File: src/shrp_pkg.sv
// ----------------------------------------------------------------------------
// shrp_pkg
// types, codes and constants shared by the sensor hub report parser
// ----------------------------------------------------------------------------
package shrp_pkg;

	localparam int QUEUE_DEPTH  = 4;
	localparam int RECORD_BYTES = 8;

	localparam logic [7:0] ID_ACCEL    = 8'h01;
	localparam logic [7:0] ID_GYRO     = 8'h02;
	localparam logic [7:0] ID_MAG      = 8'h03;
	localparam logic [7:0] ID_ROTATION = 8'h05;
	localparam logic [7:0] ID_STAMP    = 8'hFB;

	localparam logic [6:0]  LEN_HIGH_MASK  = 7'h7F;
	localparam logic [14:0] HEADER_LEN     = 15'd4;
	localparam logic [3:0]  REC_LEN_VEC    = 4'd10;
	localparam logic [3:0]  REC_LEN_QUAT   = 4'd14;
	localparam logic [3:0]  STAMP_LEN      = 4'd5;
	localparam logic [3:0]  REC_DATA_FIRST = 4'd4;
	localparam logic [3:0]  REC_DATA_LAST  = 4'd11;

	localparam logic [3:0] FRAC_ACCEL = 4'd8;
	localparam logic [3:0] FRAC_GYRO  = 4'd9;
	localparam logic [3:0] FRAC_MAG   = 4'd4;
	localparam logic [3:0] FRAC_QUAT  = 4'd14;

	typedef enum logic [1:0] {
		KIND_ACCEL = 2'd0,
		KIND_GYRO  = 2'd1,
		KIND_MAG   = 2'd2,
		KIND_QUAT  = 2'd3
	} kind_t;

	typedef enum logic [2:0] {
		PH_IDLE    = 3'd0,
		PH_HEADER  = 3'd1,
		PH_REC_ID  = 3'd2,
		PH_RECORD  = 3'd3,
		PH_DISCARD = 3'd4,
		PH_STAMP   = 3'd5
	} phase_t;

	typedef enum logic {
		REG_REPORT_CHANNEL = 1'b0,
		REG_PAYLOAD_LIMIT  = 1'b1
	} reg_idx_t;

	typedef struct packed {
		logic [7:0] report_channel;
		logic [7:0] payload_limit;
	} shrp_cfg_t;

	typedef struct packed {
		logic       emit;
		kind_t      kind;
		logic       store;
		logic [2:0] slot;
		logic [7:0] data;
	} shrp_evt_t;

	typedef struct packed {
		logic      valid;
		shrp_evt_t evt;
	} shrp_push_t;

	typedef struct packed {
		logic      valid;
		shrp_evt_t evt;
	} shrp_head_t;

	function automatic kind_t kind_of_id(input logic [7:0] id);
		kind_t k;
		case (id)
			ID_ACCEL: k = KIND_ACCEL;
			ID_GYRO:  k = KIND_GYRO;
			ID_MAG:   k = KIND_MAG;
			default:  k = KIND_QUAT;
		endcase
		return k;
	endfunction

	function automatic logic [3:0] frac_of(input logic [1:0] kind);
		logic [3:0] f;
		case (kind)
			KIND_ACCEL: f = FRAC_ACCEL;
			KIND_GYRO:  f = FRAC_GYRO;
			KIND_MAG:   f = FRAC_MAG;
			default:    f = FRAC_QUAT;
		endcase
		return f;
	endfunction

endpackage

File: src/shrp_byte_if.sv
// ----------------------------------------------------------------------------
// shrp_byte_if
// packet byte channel: one byte per transfer, start flag on header byte 0
// ----------------------------------------------------------------------------
interface shrp_byte_if;
	logic       valid;
	logic       ready;
	logic [7:0] data_byte;
	logic       packet_start;

	modport source (output valid, output data_byte, output packet_start, input ready);
	modport sink   (input valid, input data_byte, input packet_start, output ready);
endinterface

File: src/shrp_report_if.sv
// ----------------------------------------------------------------------------
// shrp_report_if
// sensor report channel: one decoded record per transfer
// ----------------------------------------------------------------------------
interface shrp_report_if;
	logic               valid;
	logic               ready;
	logic        [1:0]  sensor_kind;
	logic signed [15:0] x_raw;
	logic signed [15:0] y_raw;
	logic signed [15:0] z_raw;
	logic signed [15:0] w_raw;
	logic        [3:0]  frac_bits;

	modport source (output valid, output sensor_kind, output x_raw, output y_raw,
		output z_raw, output w_raw, output frac_bits, input ready);
	modport sink   (input valid, input sensor_kind, input x_raw, input y_raw,
		input z_raw, input w_raw, input frac_bits, output ready);
endinterface

File: src/shrp_queue.sv
// ----------------------------------------------------------------------------
// shrp_queue
// small event fifo between the byte parser and the record assembler
// ----------------------------------------------------------------------------
module shrp_queue import shrp_pkg::*; #(
	parameter int DEPTH = QUEUE_DEPTH
) (
	input  logic       clk,
	input  logic       arst_n,
	input  shrp_push_t push,
	output logic       full,
	output shrp_head_t head,
	input  logic       pop
);
	localparam int PW = (DEPTH > 1) ? $clog2(DEPTH) : 1;
	localparam int CW = $clog2(DEPTH + 1);

	shrp_evt_t       mem_q [DEPTH];
	logic [PW-1:0]   wr_ptr_q;
	logic [PW-1:0]   rd_ptr_q;
	logic [CW-1:0]   count_q;
	logic            do_push;
	logic            do_pop;

	assign full     = (count_q == CW'(DEPTH));
	assign do_push  = push.valid & ~full;
	assign do_pop   = pop & (count_q != '0);
	assign head.valid = (count_q != '0);
	assign head.evt   = mem_q[rd_ptr_q];

	always_ff @(posedge clk) begin
		if (do_push) begin
			mem_q[wr_ptr_q] <= push.evt;
		end
	end

	always_ff @(posedge clk or negedge arst_n) begin
		if (!arst_n) begin
			wr_ptr_q <= '0;
			rd_ptr_q <= '0;
			count_q  <= '0;
		end else begin
			if (do_push) begin
				wr_ptr_q <= (wr_ptr_q == PW'(DEPTH - 1)) ? '0 : wr_ptr_q + 1'b1;
			end
			if (do_pop) begin
				rd_ptr_q <= (rd_ptr_q == PW'(DEPTH - 1)) ? '0 : rd_ptr_q + 1'b1;
			end
			case ({do_push, do_pop})
				2'b10:   count_q <= count_q + 1'b1;
				2'b01:   count_q <= count_q - 1'b1;
				default: count_q <= count_q;
			endcase
		end
	end
endmodule

File: src/shrp_front.sv
// ----------------------------------------------------------------------------
// shrp_front
// byte parser: header decode, record framing, store and emit events
// ----------------------------------------------------------------------------
module shrp_front import shrp_pkg::*; (
	input  logic       clk,
	input  logic       arst_n,
	shrp_byte_if.sink  in_ch,
	input  shrp_cfg_t  cfg,
	input  logic       q_full,
	output shrp_push_t push
);
	phase_t      phase_q, phase_n;
	logic [1:0]  hcnt_q, hcnt_n;
	logic [7:0]  len_lo_q, len_lo_n;
	logic [7:0]  plen_q, plen_n;
	logic [7:0]  chan_q, chan_n;
	logic [7:0]  off_q, off_n;
	kind_t       kind_q, kind_n;
	logic [3:0]  idx_q, idx_n;

	logic        acc;
	logic [7:0]  b;
	logic        live;
	logic [14:0] total;
	logic [14:0] pl_full;
	logic [3:0]  idx_inc;
	logic [3:0]  rlen;
	logic [3:0]  id_len;
	logic [8:0]  rec_end;
	logic        known_id;
	logic        store;
	logic        emit;

	assign in_ch.ready = ~q_full;
	assign acc     = in_ch.valid & in_ch.ready;
	assign b       = in_ch.data_byte;
	assign idx_inc = idx_q + 1'b1;
	assign rlen    = (kind_q == KIND_QUAT) ? REC_LEN_QUAT : REC_LEN_VEC;
	assign id_len  = (b == ID_ROTATION) ? REC_LEN_QUAT : REC_LEN_VEC;
	assign rec_end = {1'b0, off_q} + {5'b0, id_len};
	assign total   = {b[6:0] & LEN_HIGH_MASK, len_lo_q};
	assign pl_full = (total > HEADER_LEN) ? total - HEADER_LEN : '0;
	assign known_id = (b == ID_ACCEL) || (b == ID_GYRO) || (b == ID_MAG)
		|| (b == ID_ROTATION);
	assign live = ((phase_q == PH_REC_ID) || (phase_q == PH_RECORD)
		|| (phase_q == PH_STAMP)) && (off_q < plen_q);

	// next state
	always_comb begin
		phase_n  = phase_q;
		hcnt_n   = hcnt_q;
		len_lo_n = len_lo_q;
		plen_n   = plen_q;
		chan_n   = chan_q;
		off_n    = off_q;
		kind_n   = kind_q;
		idx_n    = idx_q;
		if (acc) begin
			if (in_ch.packet_start) begin
				len_lo_n = b;
				hcnt_n   = 2'd1;
				phase_n  = PH_HEADER;
			end else if (phase_q == PH_HEADER) begin
				case (hcnt_q)
					2'd1: begin
						plen_n = (pl_full > {7'b0, cfg.payload_limit})
							? cfg.payload_limit : pl_full[7:0];
						hcnt_n = 2'd2;
					end
					2'd2: begin
						chan_n = b;
						hcnt_n = 2'd3;
					end
					default: begin
						hcnt_n  = 2'd0;
						off_n   = '0;
						phase_n = ((plen_q == '0) || (chan_q != cfg.report_channel))
							? PH_DISCARD : PH_REC_ID;
					end
				endcase
			end else if (live) begin
				off_n = off_q + 1'b1;
				case (phase_q)
					PH_STAMP: begin
						idx_n = idx_inc;
						if (idx_inc >= STAMP_LEN) begin
							phase_n = PH_REC_ID;
						end
					end
					PH_REC_ID: begin
						if (b == ID_STAMP) begin
							idx_n   = 4'd1;
							phase_n = PH_STAMP;
						end else if (known_id) begin
							if (rec_end > {1'b0, plen_q}) begin
								phase_n = PH_DISCARD;
							end else begin
								kind_n  = kind_of_id(b);
								idx_n   = 4'd1;
								phase_n = PH_RECORD;
							end
						end else begin
							phase_n = PH_DISCARD;
						end
					end
					default: begin
						if (idx_inc >= rlen) begin
							phase_n = PH_REC_ID;
							idx_n   = '0;
						end else begin
							idx_n = idx_inc;
						end
					end
				endcase
			end
		end
	end

	// event to the assembler
	always_comb begin
		store = (idx_q >= REC_DATA_FIRST) && (idx_q <= REC_DATA_LAST);
		emit  = (idx_inc >= rlen);
		push.valid     = acc && !in_ch.packet_start && (phase_q == PH_RECORD) && live
			&& (store || emit);
		push.evt.emit  = emit;
		push.evt.kind  = kind_q;
		push.evt.store = store;
		push.evt.slot  = 3'(idx_q - REC_DATA_FIRST);
		push.evt.data  = b;
	end

	always_ff @(posedge clk or negedge arst_n) begin
		if (!arst_n) begin
			phase_q  <= PH_IDLE;
			hcnt_q   <= '0;
			len_lo_q <= '0;
			plen_q   <= '0;
			chan_q   <= '0;
			off_q    <= '0;
			kind_q   <= KIND_ACCEL;
			idx_q    <= '0;
		end else begin
			phase_q  <= phase_n;
			hcnt_q   <= hcnt_n;
			len_lo_q <= len_lo_n;
			plen_q   <= plen_n;
			chan_q   <= chan_n;
			off_q    <= off_n;
			kind_q   <= kind_n;
			idx_q    <= idx_n;
		end
	end
endmodule

File: src/shrp_back.sv
// ----------------------------------------------------------------------------
// shrp_back
// record assembler: collects record bytes and registers decoded reports
// ----------------------------------------------------------------------------
module shrp_back import shrp_pkg::*; (
	input  logic            clk,
	input  logic            arst_n,
	input  shrp_head_t      head,
	output logic            pop,
	shrp_report_if.source   out_ch
);
	logic [7:0]         bytes_q [RECORD_BYTES];
	logic [7:0]         bytes_v [RECORD_BYTES];
	logic               valid_q;
	logic [1:0]         kind_q;
	logic signed [15:0] x_q, y_q, z_q, w_q;
	logic [3:0]         frac_q;
	logic               emit_now;

	assign pop      = head.valid && (!head.evt.emit || !valid_q || out_ch.ready);
	assign emit_now = pop && head.evt.emit;

	// record bytes including the one being written this cycle
	always_comb begin
		bytes_v = bytes_q;
		if (head.evt.store) begin
			bytes_v[head.evt.slot] = head.evt.data;
		end
	end

	always_ff @(posedge clk) begin
		if (pop && head.evt.store) begin
			bytes_q[head.evt.slot] <= head.evt.data;
		end
		if (emit_now) begin
			kind_q <= head.evt.kind;
			x_q    <= {bytes_v[1], bytes_v[0]};
			y_q    <= {bytes_v[3], bytes_v[2]};
			z_q    <= {bytes_v[5], bytes_v[4]};
			w_q    <= (head.evt.kind == KIND_QUAT) ? {bytes_v[7], bytes_v[6]} : '0;
			frac_q <= frac_of(head.evt.kind);
		end
	end

	always_ff @(posedge clk or negedge arst_n) begin
		if (!arst_n) begin
			valid_q <= 1'b0;
		end else if (emit_now) begin
			valid_q <= 1'b1;
		end else if (out_ch.ready) begin
			valid_q <= 1'b0;
		end
	end

	assign out_ch.valid       = valid_q;
	assign out_ch.sensor_kind = kind_q;
	assign out_ch.x_raw       = x_q;
	assign out_ch.y_raw       = y_q;
	assign out_ch.z_raw       = z_q;
	assign out_ch.w_raw       = w_q;
	assign out_ch.frac_bits   = frac_q;
endmodule

File: src/sensor_hub_report_parser.sv
// ----------------------------------------------------------------------------
// sensor_hub_report_parser
// parses sensor hub packets byte by byte and reports motion sensor records
// ----------------------------------------------------------------------------
// channel   dir  modport  payload
// in_ch     in   sink     data_byte[7:0], packet_start
// out_ch    out  source   sensor_kind, x/y/z/w_raw, frac_bits
// apb       in   slave    report_channel at 0x0, payload_limit at 0x4
//
// one byte transfer per cycle while the fifo has room; a report passes the event fifo, then the output register
// the event fifo (QUEUE_DEPTH entries) lets the parser run while a report waits
// in_ch.ready drops only when the fifo is full
// arst_n clears parser state, fifo pointers and the output valid flag
// ----------------------------------------------------------------------------
module sensor_hub_report_parser import shrp_pkg::*; #(
	parameter int QDEPTH = QUEUE_DEPTH
) (
	input  logic          clk,
	input  logic          arst_n,
	shrp_byte_if.sink     in_ch,
	shrp_report_if.source out_ch,
	input  logic          psel,
	input  logic          penable,
	input  logic          pwrite,
	input  logic [2:0]    paddr,
	input  logic [31:0]   pwdata,
	output logic [31:0]   prdata,
	output logic          pready
);
	shrp_cfg_t  cfg_q;
	shrp_push_t push;
	shrp_head_t head;
	logic       q_full;
	logic       pop;
	logic       wr_en;
	reg_idx_t   reg_sel;

	assign pready  = 1'b1;
	assign wr_en   = psel & penable & pwrite & pready;
	assign reg_sel = reg_idx_t'(paddr[2]);

	always_ff @(posedge clk or negedge arst_n) begin
		if (!arst_n) begin
			cfg_q.report_channel <= 8'd3;
			cfg_q.payload_limit  <= 8'd64;
		end else if (wr_en) begin
			case (reg_sel)
				REG_REPORT_CHANNEL: cfg_q.report_channel <= pwdata[7:0];
				REG_PAYLOAD_LIMIT:  cfg_q.payload_limit  <= pwdata[7:0];
				default:            cfg_q                <= cfg_q;
			endcase
		end
	end

	always_comb begin
		case (reg_sel)
			REG_REPORT_CHANNEL: prdata = {24'b0, cfg_q.report_channel};
			REG_PAYLOAD_LIMIT:  prdata = {24'b0, cfg_q.payload_limit};
			default:            prdata = '0;
		endcase
	end

	shrp_front u_front (
		.clk    (clk),
		.arst_n (arst_n),
		.in_ch  (in_ch),
		.cfg    (cfg_q),
		.q_full (q_full),
		.push   (push)
	);

	shrp_queue #(
		.DEPTH (QDEPTH)
	) u_queue (
		.clk    (clk),
		.arst_n (arst_n),
		.push   (push),
		.full   (q_full),
		.head   (head),
		.pop    (pop)
	);

	shrp_back u_back (
		.clk    (clk),
		.arst_n (arst_n),
		.head   (head),
		.pop    (pop),
		.out_ch (out_ch)
	);
endmodule

File: src/flat_wrapper.sv
// flat-port wrapper written by rule: the top's interface ports become plain ports
module sensor_hub_report_parser_flat import shrp_pkg::*;
#(
	parameter int QDEPTH = QUEUE_DEPTH
)
  (clk, arst_n, psel, penable, pwrite, paddr, pwdata, prdata, pready, in_ch_valid, in_ch_data_byte, in_ch_packet_start, in_ch_ready, out_ch_valid, out_ch_sensor_kind, out_ch_x_raw, out_ch_y_raw, out_ch_z_raw, out_ch_w_raw, out_ch_frac_bits, out_ch_ready);
  shrp_byte_if in_ch_i ();
  shrp_report_if out_ch_i ();
  input  logic clk;
  input  logic arst_n;
  input  logic psel;
  input  logic penable;
  input  logic pwrite;
  input  logic [2:0] paddr;
  input  logic [31:0] pwdata;
  output logic [31:0] prdata;
  output logic pready;
  input wire logic [$bits(in_ch_i.valid)-1:0] in_ch_valid;
  input wire logic [$bits(in_ch_i.data_byte)-1:0] in_ch_data_byte;
  input wire logic [$bits(in_ch_i.packet_start)-1:0] in_ch_packet_start;
  output wire logic [$bits(in_ch_i.ready)-1:0] in_ch_ready;
  output wire logic [$bits(out_ch_i.valid)-1:0] out_ch_valid;
  output wire logic [$bits(out_ch_i.sensor_kind)-1:0] out_ch_sensor_kind;
  output wire logic [$bits(out_ch_i.x_raw)-1:0] out_ch_x_raw;
  output wire logic [$bits(out_ch_i.y_raw)-1:0] out_ch_y_raw;
  output wire logic [$bits(out_ch_i.z_raw)-1:0] out_ch_z_raw;
  output wire logic [$bits(out_ch_i.w_raw)-1:0] out_ch_w_raw;
  output wire logic [$bits(out_ch_i.frac_bits)-1:0] out_ch_frac_bits;
  input wire logic [$bits(out_ch_i.ready)-1:0] out_ch_ready;
  assign in_ch_i.valid = in_ch_valid;
  assign in_ch_i.data_byte = in_ch_data_byte;
  assign in_ch_i.packet_start = in_ch_packet_start;
  assign in_ch_ready = in_ch_i.ready;
  assign out_ch_valid = out_ch_i.valid;
  assign out_ch_sensor_kind = out_ch_i.sensor_kind;
  assign out_ch_x_raw = out_ch_i.x_raw;
  assign out_ch_y_raw = out_ch_i.y_raw;
  assign out_ch_z_raw = out_ch_i.z_raw;
  assign out_ch_w_raw = out_ch_i.w_raw;
  assign out_ch_frac_bits = out_ch_i.frac_bits;
  assign out_ch_i.ready = out_ch_ready;
  sensor_hub_report_parser #(.QDEPTH(QDEPTH)) u_core (.clk(clk), .arst_n(arst_n), .in_ch(in_ch_i), .out_ch(out_ch_i), .psel(psel), .penable(penable), .pwrite(pwrite), .paddr(paddr), .pwdata(pwdata), .prdata(prdata), .pready(pready));
endmodule
File: config.mk
export PLATFORM = sky130hd
export DESIGN_NAME = sensor_hub_report_parser_flat
export DESIGN_NICKNAME = d
export VERILOG_FILES = /design/src/shrp_pkg.sv /design/src/shrp_byte_if.sv /design/src/shrp_report_if.sv /design/src/shrp_queue.sv /design/src/shrp_front.sv /design/src/shrp_back.sv /design/src/sensor_hub_report_parser.sv /design/src/flat_wrapper.sv
export SDC_FILE = /design/constraint.sdc
export NUM_CORES = 1
export LEC_CHECK = 0
export BUFFER_PORTS_ARGS = -buffer_cell sky130_fd_sc_hd__buf_2
export CAP_MARGIN = 25
export CORE_MARGIN = 2
export CORE_UTILIZATION = 35
export DETAILED_ROUTE_END_ITERATION = 8
export GPL_TIMING_DRIVEN = 0
export PLACE_DENSITY_LB_ADDON = 0.2
export SLEW_MARGIN = 0
export SYNTH_ARGS = -nofsm -noshare
export SYNTH_HDL_FRONTEND = slang
export SYNTH_SLANG_ARGS = --single-unit
export TNS_END_PERCENT = 30
File: constraint.sdc
create_clock -name clk -period 4.14 [get_ports clk]
set_input_delay 0.828 -clock clk [delete_from_list [all_inputs] [get_ports clk]]
set_output_delay 0.828 -clock clk [all_outputs]
set_load 0.01 [all_outputs]
==> out/metrics.yaml, run 1 <==
status: "finished, violations left"
violations: "design-rule violations"
die_y_um: 194
cellLeakagePower_nw: 5.89
register_area_mm2: 0.00751
syn-instance-count: 875
nets: 1125
synthesis.area_mm2: 0.0127
die_area_mm2: 0.0378
skew_ps: 20.8
first_pass_iters: 8
diodes: 0
ys_warn_count: 0
path_clk_slew_ps: 60
first_iter_violations: 358
setup_viol: 0
p_sw_share_pct: 33.7
cp.required_ps: 4580
peakVddDrop_mv: 0.365
arrival_ps: 4380
synth_top_cell_area_share_pct: 45.9
drive_gt1_share_pct: 36.6
ys_top_cells_by_count: "194 x edfxtp_1, 144 x mux2_2, 64 x dfrtp_1, 55 x nor2_1, 44 x inv_1"
drc: 10
avgRoutedWirePerCell_um: 16.9
synth-edff-count: 194
ys_ff_latch: 261
first_global_vias: 7305
coreArea_mm2: 0.0357
start_util_pct: 35.6
grt_usage_pct: 13.6
num_vias: 7247
async_flop_share_pct: 25.7
cts.sinks: 261
syn_to_final_growth_pct: 17.1
p_comb_share_pct: 37.3
maxCapViolCount: 0
synth_area_per_cell_um2: 14.5
tightest_slew_ps: 904
synth_top_flop_cell: "edfxtp_1"
ys_types: 73
grt_pass1_wl_um: 41200
rsz0062_at_grt: "true"
cp_top_family: "simple AND/OR/NAND/NOR gates"
startpoint_type: "primary input"
p_sw_mw: 3.86
vias_per_cell: 4.78
htree_levels: 1
port_buffers: 102
hpwl_um: 18000
hold_ws_ps: 187
synth_area_leaders: "edfxtp_1 46%, mux2_2 13%, dfrtp_1 13%, ha_1 3.8%, mux4_2 2.7%"
dpl_cell_area_mm2: 0.0139
slew_violations: 0
crit_path_cell_trace: "buf_2 -> or4_4 -> nor2_1 -> and4b_2 -> ha_1 -> a211oi_4 -> nor2_1 -> xor2_1 -> ha_1 -> a21o_1 -> a21oi_1 -> o2111ai_1 -> nor2_1 -> and3_4 -> mux2_2"
gp_routability_congestion: 0.773
cts_tree: "done"
post-route-period-util_pct: 95.3
max_freq_mhz: 253
seq_area_frac_synth_pct: 59.2
pwr-share-clk_pct: 21.6
p_int_mw: 7.60
worst-path-buf-inv: 1
wirelength_um: 25700
slew_headroom_pct: 39.7
worstSetupEndpointType: "register"
cts_buffers: 29
multi_input_area_mm2: 0.00475
hold_class: "in -> async"
ioPinCount: 156
hold_viol_final: 0
grt_overflow: 0
cts_buffer_depth: 3
worstSetupPathType: "in -> reg"
antenna_found_initial: 0
min_period_ps: 3950
cp_slowest_stage_delay_ps: 600
cts_root_buf: "clkbuf_16"
yosysTopAreaCell: "edfxtp_1"
ant_nets: 0
path_common_cell: "nor2_1"
crit_path_max_fanout: 8
die_width_um: 194
synth_most_common_cell: "edfxtp_1"
std_cell_rows: 69
p_per_area_mw_per_mm2: 771
seqPwrFrac_pct: 41.1
clock_latency_ps: 570
crit_slowest_cell: "or4_4"
n_fill_cell: 3340
design_area_mm2: 0.0149
grt_max_degree: 65
[kinds of logic (layout without fill, tap and decap cells)]
logic type / Yosys count / after routing / share of synthesized area (%)
other: 2 / 25 / 0.0592
AND/OR/NAND/NOR: 177 / 177 / 7.88
flip-flops: 261 / 261 / 59.2
multiplexers: 190 / 190 / 18.4
AO/OA/AOI/OAI: 77 / 77 / 4.41
XOR/XNOR: 23 / 23 / 1.59
buffers and inverters: 104 / 260 / 4.35
adder cells (fa/ha/maj): 41 / 41 / 4.16
[sequential cells by signal, indices dropped and copies added, names as in the netlist, 3 cells and up]
name and cells:
u_core.u_front.plen_q 8, u_core.u_queue.count_q 3, u_core.cfg_q 16, u_core.u_front.idx_q 4, u_core.u_back.out_ch.x_raw 16, u_core.u_front.phase_q 3
u_core.u_queue.mem_q 60, u_core.u_back.out_ch.z_raw 16, u_core.u_back.out_ch.w_raw 16, u_core.u_back.out_ch.y_raw 16, u_core.u_back.bytes_q 64, u_core.u_front.len_lo_q 8
u_core.u_front.off_q 8, u_core.u_front.chan_q 8, u_core.u_back.out_ch.frac_bits 4
[worst register-to-register path: cells and delay by family (launching register included)]
family	cells	cell delay [ps]
AO/OA/AOI/OAI	2	560
adder cells (fa/ha/maj)	2	550
flip-flops	1	480
AND/OR/NAND/NOR	5	1610
[stage by stage]
stage | power (mW) | util (%) | instances | setup WS [ps] | setup TNS (ps)
2_1_floorplan | 7.74 | - | 898 | 149 | 0
5_1_grt | 12.2 | 41.7 | 1515 | -5.62 | -5.62
3_5_place_dp | 9.10 | 39.0 | 1463 | -632 | -4580
4_1_cts | 11.6 | 41.6 | 1515 | 54.7 | 0
6_report | 11.5 | 41.7 | 1515 | 195 | 0
3_3_place_gp | 9.06 | 38.9 | 1461 | -659 | -82530
[repair_timing]
item,in CTS,in global routing
pin swaps,0,1
resized for setup,2,5
setup buffers,0,0
cloned,0,0
hold buffers,0,0
setup endpoints to repair,3,9
[layer usage]
layer	up-vias	routed length (µm)	GRT usage (%)
li1	3534	-	-
met1	3532	11900	18.8
met2	147	12100	22.6
met3	34	1200	2.45
met4	0	462	2.91
met5	-	0	0
[cells in the final DEF, fill, tap and decap left out, types with 6 or more instances in the layout]
cell type    n
a21o_1       6
a21oi_1      7
a221o_1      8
and2_1      10
buf_2      110
buf_4       30
clkbuf_1    22
clkbuf_16   29
clkinv_2     7
conb_1      25
dfrtp_1     64
edfxtp_1   194
ha_1        39
inv_1       44
mux2_1       6
mux2_2     144
mux2_4       8
mux2i_1     16
mux4_2      15
nand2_1     27
nand3_1     14
nand4_1     10
nor2_1      55
nor2b_1      8
nor3_1       9
o21a_1       7
o21ai_0     15
xnor2_1     16
xor2_1       7
[layout make-up]
| class | instances | share of cell area [%] |
|---|---|---|
| clock inverters | 17 | 1.04 |
| inverters | 44 | 1.11 |
| repair buffers | 104 | 3.82 |
| flip-flops and latches | 261 | 50.5 |
| multi-input cells | 533 | 32.0 |
| clock buffers | 35 | 5.03 |
| plain buffers | 60 | 2.60 |
| well taps | 461 | 3.88 |
[power groups by stage]
stage,Clock (mW),Combinational (mW),Sequential (mW)
finish,2.47,4.28,4.71
global route,2.64,4.76,4.83
CTS,2.54,4.36,4.72
detailed placement,0,4.33,4.77
global placement,0,4.25,4.81
floorplan,0,2.87,4.88
[worst paths after layout]
path                                                 from                    endpoint  slack (ps)  depth (start not counted)
worst max-delay path                   in_ch_data_byte[3]    u_core.u_front.kind_q[1]         190                         15
worst max register to register    u_core.u_front.idx_q[0]  u_core.u_queue.mem_q[1][2]         560                          9
worst min register to register  u_core.u_queue.count_q[2]   u_core.u_queue.count_q[2]         490                          1
worst min-delay path                               arst_n   u_core.u_queue.count_q[1]         190                          1
min in group clk                u_core.u_queue.count_q[2]   u_core.u_queue.count_q[2]         490                          1
max in group asynchronous                          arst_n             u_core.cfg_q[8]        3350                          2
Power figures use the tool's default switching activity.
==> inputs of run 2 (changes only) <==
- CAP_MARGIN: 25 -> 20
- SLEW_MARGIN: 0 -> not set
- SYNTH_HIERARCHICAL: not set -> 1
==> run 2 against run 1 <==
Net effect: power is 3.4% higher; sequential power fell by 0.8%; the flow now finishes without violations; sequential cell count stayed put; final area rose by 3.0%.
==> out/metrics.yaml, run 2 <==
post-place-ws_ps: -380
synth_top_flop_cell: "edfxtp_1"
cts_setup_buffers: 0
gp_routability_congestion: 0.813
largest_register: "u_core/u_back/bytes_q"
crit_path_cell_trace: "buf_2 -> nor4_2 -> nand4b_1 -> inv_1 -> ha_1 -> a211oi_1 -> nor2_1 -> xor2_1 -> ha_1 -> a21o_1 -> a21oi_1 -> nand3_1 -> a21oi_2 -> nand3_1 -> mux2_1"
wirelength_um: 28300
cts_tree: "done"
cts.sinks: 261
final_common_cell: "edfxtp_1"
cts_buffer_depth: 3
synthesis.area_mm2: 0.0130
yosysTopAreaCell: "edfxtp_1"
die_area_mm2: 0.0388
ioPinCount: 156
std_cell_rows: 70
finalPower_mw: 11.9
post-route-period-util_pct: 93.2
ys_top_cells_by_count: "194 x edfxtp_1, 154 x mux2_2, 64 x dfrtp_1, 46 x nand3_1, 42 x inv_1"
seq_area_frac_synth_pct: 57.6
ys_ff_latch: 261
nets: 1162
first_pass_iters: 4
min_period_ps: 3860
maxCapViolCount: 0
cts_root_buf: "clkbuf_16"
final_cells: 1560
syn_to_final_growth_pct: 17.4
tightest_slew_ps: 664
slew_headroom_pct: 55.4
top_regs: "u_core/u_back/bytes_q (64), u_core/u_queue/mem_q (60)"
hold_viol_final: 0
num_vias: 7728
syn-instance-count: 913
avgRoutedWirePerCell_um: 18.1
clock_latency_ps: 550
synth_most_common_cell: "edfxtp_1"
cp.required_ps: 4570
path_clk_slew_ps: 60
slew_violations: 0
peakVddDrop_mv: 0.300
ys_warn_count: 6
status: "complete, no violations"
grt_pass1_wl_um: 44600
skew_ps: 9.99
first_global_vias: 7839
crit_path_max_fanout: 7
die_y_um: 197
worst-path-buf-inv: 2
synth_top_cell_area_share_pct: 44.7
async_flop_share_pct: 25.7
grt_overflow: 0
rsz0062_at_grt: "false"
hold_class: "in -> async"
largest_reg_flops: 64
ant_nets: 0
cp_top_family: "simple AND/OR/NAND/NOR gates"
max_freq_mhz: 259
grt_max_degree: 58
cts_buffers: 29
finalWorstSetupSlack_ps: 280
coreArea_mm2: 0.0366
layout_common_cells: "194 x edfxtp_1, 154 x mux2_2, 107 x buf_2, 64 x dfrtp_1, 46 x nand3_1"
cp_slowest_stage_delay_ps: 360
p_per_area_mw_per_mm2: 774
synth_area_leaders: "edfxtp_1 45%, mux2_2 13%, dfrtp_1 12%, ha_1 3.7%, mux4_2 2.6%"
htree_levels: 1
drive_gt1_share_pct: 37.1
vias_per_cell: 4.95
die_width_um: 197
grt_usage_pct: 14.6
arrival_ps: 4290
synth_area_per_cell_um2: 14.3
startpoint_type: "primary input"
crit_slowest_cell: "mux2_1"
placed_cells: 1507
setup_viol: 0
worstSetupPathType: "in -> reg"
start_util_pct: 35.6
worstSetupEndpointType: "register"
cellLeakagePower_nw: 6.01
synth-edff-count: 194
first_iter_violations: 344
hold_ws_ps: 119
ys_types: 80
drc: 0
hpwl_um: 19900
antenna_found_initial: 3
port_buffers: 100
run 2: cell count changes in the layout (fill, tap and decap cells not counted), moves of 11 or more:
cell / delta
nand3_1: +32
a21oi_1: +14
nor2_1: -24
xor2_1: +11
buf_4: +12
run 2: stage by stage:
step	utilization [%]	area (µm²)	TNS, ps
after floorplan	-	13100	0
after global placement	38.8	14200	-2790
after detailed placement	39.1	14300	-1590
after CTS	41.8	15300	0
after global routing	41.8	15300	0
final	41.8	15300	0
run 2: per-layer routing:
metal | wire length (µm) | GRT usage [%] | vias to the layer above
met4 | 459 | 3.06 | 6
li1 | - | - | 3718
met5 | 36 | 0 | -
met3 | 1180 | 2.39 | 41
met2 | 13200 | 23.9 | 139
met1 | 13400 | 20.5 | 3824
run 2: kinds of logic after synthesis:
group	share of synthesized area, %
buffers and inverters	4.98
muxes	17.9
adders and majority gates	4.05
other	0.0576
xor gates and xnor gates	1.61
DFF	57.6
and+or+nand+nor	9.52
AOI/OAI and AO/OA	4.30
run 2: worst paths after layout:
| kind | from | to | slack, ps | depth (start not counted) |
|---|---|---|---|---|
| min in group clk | in_ch_data_byte[0] | u_core/u_queue/mem_q[3][0] | 480 | 1 |
| hold / removal | arst_n | u_core/u_front/hcnt_q[1] | 120 | 1 |
| setup reg to reg | u_core/u_front/off_q[1] | u_core/u_queue/count_q[2] | 500 | 15 |
| hold reg to reg | u_core/u_queue/count_q[2] | u_core/u_queue/count_q[2] | 490 | 1 |
| max in group asynchronous | arst_n | u_core/cfg_q[6] | 3420 | 2 |
| setup / recovery | in_ch_data_byte[5] | u_core/u_front/kind_q[1] | 280 | 15 |
run 2: report_power, final:
group | switching [mW] | internal [mW]
combinational | 2.51 | 1.97
sequential | 0.458 | 4.21
clock | 1.04 | 1.66
run 2: timing repair:
item / CTS / global route
resized for setup: 0 / 1
hold buffers: 0 / 0
endpoints found under the setup margin: 0 / 1
run 2: area by class of cell:
type | count | area (µm²)
Fill cell | 3379 | 21300
Sequential cell | 261 | 7510
Multi-Input combinational cell | 556 | 4990
Clock buffer | 35 | 748
Tap cell | 468 | 586
Timing Repair Buffer | 103 | 578
Buffer | 77 | 492
Clock inverter | 17 | 251
Inverter | 42 | 158
Antenna cell | 1 | 2.50
run 2: worst reg2reg max path, delay by kind of cell (launching register included):
family,cells,cell delay (ps)
simple gates,5,1300
fa+ha+maj,3,700
compound gates,2,600
flops,1,400
xor+xnor,2,290
buf+inv,3,250
==> inputs of run 3 (changes only) <==
- CORE_MARGIN: 2 -> not set
==> run 3 against run 2 <==
Net effect: global-route usage increased by 0.46 points; final cell count is essentially flat; register-to-register slack got worse by 240 ps; largest power group unchanged.
==> out/metrics.yaml, run 3 (synthesis gave the netlist of run 2 again) <==
register_area_mm2: 0.00751
slew_violations: 0
p_int_mw: 7.76
syn_to_final_growth_pct: 17.4
hpwl_um: 19900
skew_ps: 24.9
final_common_cell: "edfxtp_1"
avgRoutedWirePerCell_um: 18.2
diodes: 0
placed_cells: 1507
cellLeakagePower_nw: 6.02
largest_register: "u_core/u_back/bytes_q"
slew_headroom_pct: 48.6
rsz0062_at_grt: "false"
wirelength_um: 28400
n_fill_cell: 3414
seqPwrFrac_pct: 39.6
p_per_area_mw_per_mm2: 771
num_vias: 7813
use_met2_pct: 22.6
cts_tree: "done"
cts_buffers: 30
coreArea_mm2: 0.0366
grt_pass1_wl_um: 44800
std_cell_rows: 70
drc: 0
top_regs: "u_core/u_back/bytes_q (64), u_core/u_queue/mem_q (60)"
grtUsageMet3_pct: 2.23
finalPower_mw: 11.8
multi_input_area_mm2: 0.00499
first_iter_violations: 519
reg2reg_from: "u_core/u_front/off_q[1]"
crit_path_start: "u_core/u_front/off_q[1]"
setup_viol: 0
path_clk_slew_ps: 60
maxCapViolCount: 0
gp_routability_congestion: 0.818
cts.sinks: 261
first_pass_iters: 5
die_y_um: 195
port_buffers: 100
htree_levels: 1
nets: 1163
vias_per_cell: 5.01
grt_usage_pct: 15.0
cts_root_buf: "clkbuf_16"
final_cells: 1561
die_area_mm2: 0.0380
grt_overflow: 0
crit_path_max_fanout: 5
status: "complete, no violations"
start_util_pct: 35.6
busiest_layer: "met2"
cts_buffer_depth: 3
cp.required_ps: 4600
drive_gt1_share_pct: 37.3
first_global_vias: 7593
worstSetupPathType: "reg -> reg"
max_freq_mhz: 258
p_sw_mw: 4.04
grt_use_met1_pct: 22.3
antenna_found_initial: 0
hold_viol_final: 0
p_sw_share_pct: 34.2
pwr-share-clk_pct: 22.2
ant_nets: 0
peakVddDrop_mv: 0.451
p_comb_share_pct: 38.1
worstSetupEndpointType: "register"
ioPinCount: 156
clock_latency_ps: 580
tightest_slew_ps: 765
min_period_ps: 3880
layout_common_cells: "194 x edfxtp_1, 154 x mux2_2, 107 x buf_2, 64 x dfrtp_1, 46 x nand3_1"
startpoint_type: "register"
largest_reg_flops: 64
hold_class: "in -> async"
arrival_ps: 4340
post-route-period-util_pct: 93.6
grt_max_degree: 67
die_width_um: 195
run 3: layout make-up:
type                    count  share of cell area (%)
well taps                 468                    3.83
repair buffers            103                    3.83
flip-flops and latches    261                    49.0
clock buffers              33                    4.98
plain buffers              77                    3.21
multi-input cells         556                    32.6
clock inverters            21                    1.47
inverters                  42                    1.03
run 3: timing repair:
item | 4_1_cts | 5_1_grt
hold buffers | 0 | 0
endpoints found under the setup margin | 0 | 1
hold endpoints to repair | 0 | 0
setup buffers | 0 | 0
gates resized for setup | 0 | 2
run 3: power by group through the flow:
stage | Sequential, mW | Clock, mW | Combinational [mW]
final | 4.67 | 2.62 | 4.50
after floorplan | 4.83 | 0 | 2.97
after global routing | 4.80 | 2.81 | 4.94
after CTS | 4.68 | 2.72 | 4.54
after detailed placement | 4.73 | 0 | 4.51
after global placement | 4.77 | 0 | 4.38
run 3: path summary, 6_finish.rpt:
check                                             endpoint  slack [ps]  depth (start not counted)
worst max-delay path             u_core/u_queue/count_q[2]         260                         15
worst min-delay path            u_core/u_queue/wr_ptr_q[1]          40                          1
worst max register to register   u_core/u_queue/count_q[2]         260                         15
worst min register to register     u_core/u_front/off_q[0]         500                          1
max in group asynchronous                  u_core/cfg_q[6]        3500                          2
min in group clk                u_core/u_queue/mem_q[3][0]         450                          1
run 3: layer usage:
layer / wire, µm / vias to the layer above
li1: - / 3715
met1: 14100 / 3894
met2: 12600 / 170
met3: 1150 / 34
met4: 551 / 0
met5: 0 / -
run 3: stage by stage:
| step | utilization [%] | setup slack [ps] | TNS [ps] | hold WS (ps) | area, µm² |
|---|---|---|---|---|---|
| 2_1_floorplan | - | 380 | 0 | 449 | 13100 |
| 3_3_place_gp | 38.8 | -459 | -2430 | 489 | 14200 |
| 3_5_place_dp | 39.1 | -401 | -1970 | 489 | 14300 |
| 4_1_cts | 41.8 | 188 | 0 | 2.04 | 15300 |
| 5_1_grt | 41.8 | 53.6 | 0 | 9.50 | 15300 |
| 6_report | 41.8 | 264 | 0 | 35.2 | 15300 |
run 3: critical path, cell delays in order (launching register included):
cell	delay (ps)
dfrtp_1	420
inv_1	140
ha_1	320
or2_1	100
a21oi_1	70
o41ai_1	590
nand3_1	320
nor4_1	650
and2_4	300
inv_1	50
ha_1	210
inv_1	80
fa_1	170
xor2_1	150
nor2_1	70
xor2_1	140
